## src/design/sbe_pkg.sv

```systemverilog
// ----------------------------------------------------------------------------
// Stack bytecode execute unit package
// Opcodes, status codes, register indexes and controller/datapath structs.
// ----------------------------------------------------------------------------
`default_nettype none

package sbe_pkg;

    localparam logic [7:0] OP_PUSH  = 8'd0;
    localparam logic [7:0] OP_POP   = 8'd1;
    localparam logic [7:0] OP_LOAD  = 8'd2;
    localparam logic [7:0] OP_PUT   = 8'd3;
    localparam logic [7:0] OP_ADD   = 8'd4;
    localparam logic [7:0] OP_SUB   = 8'd5;
    localparam logic [7:0] OP_MUL   = 8'd6;
    localparam logic [7:0] OP_DIV   = 8'd7;
    localparam logic [7:0] OP_EQ    = 8'd8;
    localparam logic [7:0] OP_NEQ   = 8'd9;
    localparam logic [7:0] OP_LT    = 8'd10;
    localparam logic [7:0] OP_LTE   = 8'd11;
    localparam logic [7:0] OP_GT    = 8'd12;
    localparam logic [7:0] OP_GTE   = 8'd13;
    localparam logic [7:0] OP_JMP   = 8'd14;
    localparam logic [7:0] OP_JMPZ  = 8'd15;
    localparam logic [7:0] OP_CALL  = 8'd16;
    localparam logic [7:0] OP_RET   = 8'd17;
    localparam logic [7:0] OP_SHOW  = 8'd18;
    localparam logic [7:0] OP_HALT  = 8'd19;

    localparam logic [2:0] ST_RUNNING    = 3'd0;
    localparam logic [2:0] ST_HALTED     = 3'd1;
    localparam logic [2:0] ST_INVALID    = 3'd2;
    localparam logic [2:0] ST_OVERFLOW   = 3'd3;
    localparam logic [2:0] ST_UNDERFLOW  = 3'd4;
    localparam logic [2:0] ST_DIV_ZERO   = 3'd5;
    localparam logic [2:0] ST_BAD_OPCODE = 3'd6;

    localparam logic [7:0] CFG_PROGRAM_LENGTH = 8'd0;
    localparam logic [7:0] CFG_START_ADDRESS  = 8'd1;

    localparam logic [16:0] PLEN_RESET = 17'h10000;

    typedef struct packed {
        logic take_item;
        logic flag_error;
        logic grab_b;
        logic read_next;
        logic grab_a;
        logic execute;
        logic div_begin;
        logic div_commit;
        logic emit;
    } ctrl_cmd_t;

    typedef struct packed {
        logic stopped;
        logic pre_fail;
        logic need_value;
        logic need_local;
        logic is_binary;
        logic is_div;
        logic div_zero;
        logic div_done;
        logic out_free;
    } dp_status_t;

    function automatic logic [2:0] op_length(input logic [7:0] op);
        logic [2:0] len;
        case (op)
            OP_PUSH, OP_JMP, OP_JMPZ, OP_CALL: len = 3'd5;
            OP_LOAD, OP_PUT:                   len = 3'd2;
            default:                           len = 3'd1;
        endcase
        return len;
    endfunction

endpackage

`default_nettype wire

```

## src/design/sbe_ctrl.sv

```systemverilog
// ----------------------------------------------------------------------------
// Stack bytecode execute unit controller
// Sequences check, operand reads, execute, divide and result hand-off.
// ----------------------------------------------------------------------------
`default_nettype none

module sbe_ctrl
(
    input  wire logic               clk,
    input  wire logic               rst_n,
    input  wire logic               item_valid,
    output logic                    item_stall,
    input  wire sbe_pkg::dp_status_t st,
    output sbe_pkg::ctrl_cmd_t      cmd
);

    localparam logic [2:0] S_IDLE  = 3'd0;
    localparam logic [2:0] S_CHECK = 3'd1;
    localparam logic [2:0] S_RDB   = 3'd2;
    localparam logic [2:0] S_RDA   = 3'd3;
    localparam logic [2:0] S_EXEC  = 3'd4;
    localparam logic [2:0] S_DIV   = 3'd5;
    localparam logic [2:0] S_EMIT  = 3'd6;

    logic [2:0] state_reg;
    logic [2:0] state_next;

    assign item_stall = (state_reg != S_IDLE);

    always_comb
    begin
        state_next = state_reg;
        cmd        = '0;
        case (state_reg)
            S_IDLE:
            begin
                if (item_valid)
                begin
                    cmd.take_item = 1'b1;
                    state_next    = S_CHECK;
                end
            end
            S_CHECK:
            begin
                if (st.stopped)
                begin
                    state_next = S_EMIT;
                end
                else if (st.pre_fail)
                begin
                    cmd.flag_error = 1'b1;
                    state_next     = S_EMIT;
                end
                else if (st.need_value)
                begin
                    state_next = S_RDB;
                end
                else
                begin
                    state_next = S_EXEC;
                end
            end
            S_RDB:
            begin
                cmd.grab_b    = 1'b1;
                cmd.read_next = 1'b1;
                state_next    = st.is_binary ? S_RDA : S_EXEC;
            end
            S_RDA:
            begin
                cmd.grab_a = 1'b1;
                state_next = S_EXEC;
            end
            S_EXEC:
            begin
                if (st.is_div && !st.div_zero)
                begin
                    cmd.div_begin = 1'b1;
                    state_next    = S_DIV;
                end
                else
                begin
                    cmd.execute = 1'b1;
                    state_next  = S_EMIT;
                end
            end
            S_DIV:
            begin
                if (st.div_done)
                begin
                    cmd.div_commit = 1'b1;
                    state_next     = S_EMIT;
                end
            end
            S_EMIT:
            begin
                if (st.out_free)
                begin
                    cmd.emit   = 1'b1;
                    state_next = S_IDLE;
                end
            end
            default:
            begin
                state_next = S_IDLE;
            end
        endcase
    end

    always_ff @(posedge clk or negedge rst_n)
    begin
        if (!rst_n)
        begin
            state_reg <= S_IDLE;
        end
        else
        begin
            state_reg <= state_next;
        end
    end

endmodule

`default_nettype wire

```

## config.mk

```make
export PLATFORM = sky130hd
export DESIGN_NAME = sbe_ctrl
export DESIGN_NICKNAME = d
export VERILOG_FILES = /design/src/design/sbe_pkg.sv /design/src/design/sbe_ctrl.sv
export SDC_FILE = /design/constraint.sdc
export NUM_CORES = 1
export LEC_CHECK = 0
export BUFFER_PORTS_ARGS = -buffer_cell sky130_fd_sc_hd__buf_2
export CAP_MARGIN = 10
export CORE_AREA = 3 3 40 42
export DETAILED_ROUTE_END_ITERATION = 12
export DIE_AREA = 0 0 43 45
export GPL_ROUTABILITY_DRIVEN = 0
export PLACE_DENSITY = 0.52
export SYNTH_ARGS = -nofsm -noshare
export SYNTH_HDL_FRONTEND = slang
export SYNTH_SLANG_ARGS = --single-unit
```

## constraint.sdc

```tcl
create_clock -name clk -period 2 [get_ports clk]
set_input_delay 0.2 -clock clk [delete_from_list [all_inputs] [get_ports clk]]
set_output_delay 0.2 -clock clk [all_outputs]
set_load 0.005 [all_outputs]
```

==> qor.txt <==
CLOCK TREE
--------------------------------------------------------------------------------------------------------
Library cell used as clock root buffer ....................................................     clkbuf_4
Number of buffers created by CTS ..........................................................            3
# hold bufs at CTS ........................................................................            1
Post-CTS clock slew at the launch and capture registers of the worst setup and hold paths .      0.04 ns
CTS tree ..................................................................................         done
Number of buffers on the longest clock path ...............................................            2
Post CTS Setup Buffer Count ...............................................................            0
H-tree depth reported by CTS ..............................................................            1
Gates resized, CTS repair .................................................................            0
Clock network latency to the later pin of the worst-skew pair .............................      0.23 ns
Clock sinks ...............................................................................            3

TIMING
--------------------------------------------------------------------------------------------------------
RSZ-0062 raised after global routing ......................................................           no
Total Negative Setup Slacks ...............................................................         0 ns
Final number of max-transition violations .................................................            0
Rel. slew slack ...........................................................................        0.756
Worst-case clock skew .....................................................................   0.00173 ns
Fmax ......................................................................................    0.635 GHz
Measured slew at the worst slew-check pin .................................................     0.365 ns
Tcrit/Tclk final ..........................................................................        0.787
Number of endpoints with negative hold slack in the final report ..........................            0
Final setup vio count .....................................................................            0
Minimum clock period after layout .........................................................      1.57 ns

POWER
--------------------------------------------------------------------------------------------------------
Overall power .............................................................................       535 uW
PD cells .................................................................................. 1230 nW/um^2
Leakage power figure ......................................................................  0.000235 uW
Largest vdd supply drop ...................................................................       390 uV

FINAL LAYOUT
--------------------------------------------------------------------------------------------------------
Area growth from synthesis to layout ......................................................        49.6%
Multi-input combinational cell area .......................................................     189 um^2
Flip-flop and latch area ..................................................................    75.1 um^2
Max reg flops .............................................................................            3
# diodes ..................................................................................            0
Ratio of cells with drive above 1 in the final layout .....................................        0.403
Nets@finish ...............................................................................           75
Total of fill cells in the finished design ................................................          156

WORST SETUP PATH
--------------------------------------------------------------------------------------------------------
Startpoint type of the worst setup path ...................................................    flip-flop
Destination of the worst register-to-register timing path ................................. state_reg[1]$_DFFE_PN0P_
Setup slack of the worst register-to-register path ........................................      0.53 ns
Required @ worst endpoint .................................................................      1.80 ns
Setup CP Type .............................................................................      reg2out
Length in cells of the worst reg-to-reg path ..............................................            4
Worst-path maximum fanout .................................................................           12
Critical Path Sink Type ................................................................... primary output
Crit path arrival time ....................................................................      1.37 ns
Startpoint of the lowest-slack register-to-register path .................................. state_reg[2]$_DFFE_PN0P_

OUTCOME
--------------------------------------------------------------------------------------------------------
Result of the run ......................................................................... finished, final reports clean

SYNTH
--------------------------------------------------------------------------------------------------------
Area of the mapped netlist ................................................................     290 um^2
Most area-consuming cells after synthesis ................................................. dfrtp_1, and3_1, nor2b_1
Register bit total from synthesis .........................................................            3
Library cell with the largest summed area after synthesis .................................      dfrtp_1
Number of warnings issued by yosys ........................................................            0
Synthesized netlist net count .............................................................           52
Share of the synthesized area in the top cell type ........................................        0.259
Netlist cell types ........................................................................           21
Sequential share of the synthesized area ..................................................        0.259
Avg Cell Area, Syn ........................................................................    7.26 um^2
Number of standard cells after synthesis ..................................................           40

FLOORPLAN
--------------------------------------------------------------------------------------------------------
Ports placed on the boundary ..............................................................           22
Area of the die ...........................................................................    1940 um^2
Core area .................................................................................    1280 um^2
Height of the die .........................................................................        45 um
Die Wd ....................................................................................        43 um
Initial core utilization ..................................................................        0.226
Std cell rows .............................................................................           13

JOB
--------------------------------------------------------------------------------------------------------
Max-cap violations ........................................................................            0

GLOBAL ROUTE
--------------------------------------------------------------------------------------------------------
Maximum number of pins on one net before global-route repair ..............................           13
Via count of the first global-routing pass ................................................          344
Total grt overflow ........................................................................            0
Overall Global Routing Usage ..............................................................       0.0966
Antenna violations before repair ..........................................................            0
First-pass GRT wire length ................................................................      1.32 mm

ROUTING
--------------------------------------------------------------------------------------------------------
1st-iter DRT viols ........................................................................            4
Final WL ..................................................................................       777 um
Number of vias in the routed layout .......................................................          346
Detailed-route wire length per cell .......................................................      10.1 um
Number of nets with antenna violations after detailed routing .............................            0
Total DRC errors in the routed layout .....................................................            0
Detail-routed via count per cell ..........................................................         4.49
Pre-Repair DR Iteration Count .............................................................            2

MIN PATH
--------------------------------------------------------------------------------------------------------
Min-Delay Path Depth ......................................................................            2
Class of the tightest hold or removal check ...............................................       in2reg
Endpoint with the worst hold slack ........................................................ state_reg[1]$_DFFE_PN0P_
Worst hold start ..........................................................................        st[0]

PLACED DESIGN
--------------------------------------------------------------------------------------------------------
Total of buffers placed on input and output ports .........................................           20
HPWL reported at the end of detailed placement ............................................       604 um

area by class of cell:
class | instances | area share
Inverter | 2 | 0.0173
Multi-Input combinational cell | 31 | 0.435
Clock buffer | 4 | 0.0605
Sequential cell | 3 | 0.173
Timing Repair Buffer | 22 | 0.271
Tap cell | 15 | 0.0432
logic make-up (layout without fill, tap and decap cells):
kind of cell	after synthesis	in the layout	synth area share
flip-flops	3	3	0.259
AO/OA/AOI/OAI	9	9	0.211
buffers and inverters	6	28	0.0905
multiplexers	1	1	0.0345
AND/OR/NAND/NOR	21	21	0.405
routing by layer:
metal,GRT usage,routed length (um),vias to the layer above
met1,0.111,376,144
met3,0.0438,68,0
met5,0,0,-
met4,0.0904,0,0
met2,0.132,332,15
li1,-,-,187
cells in the mapped netlist:
| master | n |
|---|---|
| a21oi_1 | 1 |
| a32o_1 | 1 |
| and3_1 | 5 |
| buf_4 | 1 |
| clkbuf_1 | 3 |
| dfrtp_1 | 3 |
| inv_1 | 1 |
| inv_2 | 1 |
| mux2i_1 | 1 |
| nand2_1 | 4 |
| nor2_1 | 3 |
| nor2b_1 | 5 |
| nor3_1 | 1 |
| nor3b_1 | 1 |
| nor4b_1 | 1 |
| o211ai_1 | 1 |
| o21ai_0 | 2 |
| o21ai_1 | 1 |
| o221ai_1 | 1 |
| o31ai_1 | 2 |
| or4_1 | 1 |
power breakdown:
group	switching (uW)	internal (uW)	leakage [uW]	total, uW
clock	30.1	74.7	0.0000150	105
combinational	143	144	0.000183	287
sequential	53.7	89.7	0.0000370	143
worst max path at each step:
stage | slack (ns) | start | to | cells after the start
3_5_place_dp | 0.52 | state_reg[2]$_DFFE_PN0P_ | state_reg[1]$_DFFE_PN0P_ | 4
3_3_place_gp | 0.51 | state_reg[2]$_DFFE_PN0P_ | state_reg[1]$_DFFE_PN0P_ | 4
2_1_floorplan | 0.57 | state_reg[2]$_DFFE_PN0P_ | state_reg[1]$_DFFE_PN0P_ | 4
6_report | 0.43 | state_reg[2]$_DFFE_PN0P_ | cmd[3] | 4
4_1_cts | 0.41 | state_reg[2]$_DFFE_PN0P_ | cmd[3] | 4
5_1_grt | 0.30 | state_reg[2]$_DFFE_PN0P_ | cmd[3] | 4
layout by cell type, fill, tap and decap left out, types with 2 or more instances in the layout:
master / instances
and3_1: 5
dfrtp_1: 3
clkbuf_4: 3
o31ai_1: 2
o21ai_0: 2
nand2_1: 4
buf_2: 20
nor2_1: 3
nor2b_1: 5
critical path: stages, from the launching register on:
cell and delay [ns]:
dfrtp_1 0.33, buf_4 0.16, nor2b_1 0.20, nor3b_1 0.28, buf_2 0.17
stage by stage:
stage               utilization  setup slack, ns  cell area (um^2)  hold slack, ns  std cells
global placement          0.310            0.513               398        -0.00105         72
detailed placement        0.310            0.523               398        -0.00232         72
floorplan                     -            0.568               290         -0.0956         40
CTS                       0.338            0.408               434           0.160         77
global route              0.338            0.301               434           0.166         77
finish                    0.338            0.426               434           0.165         77
Note: power is estimated with default switching activity, not from simulation.
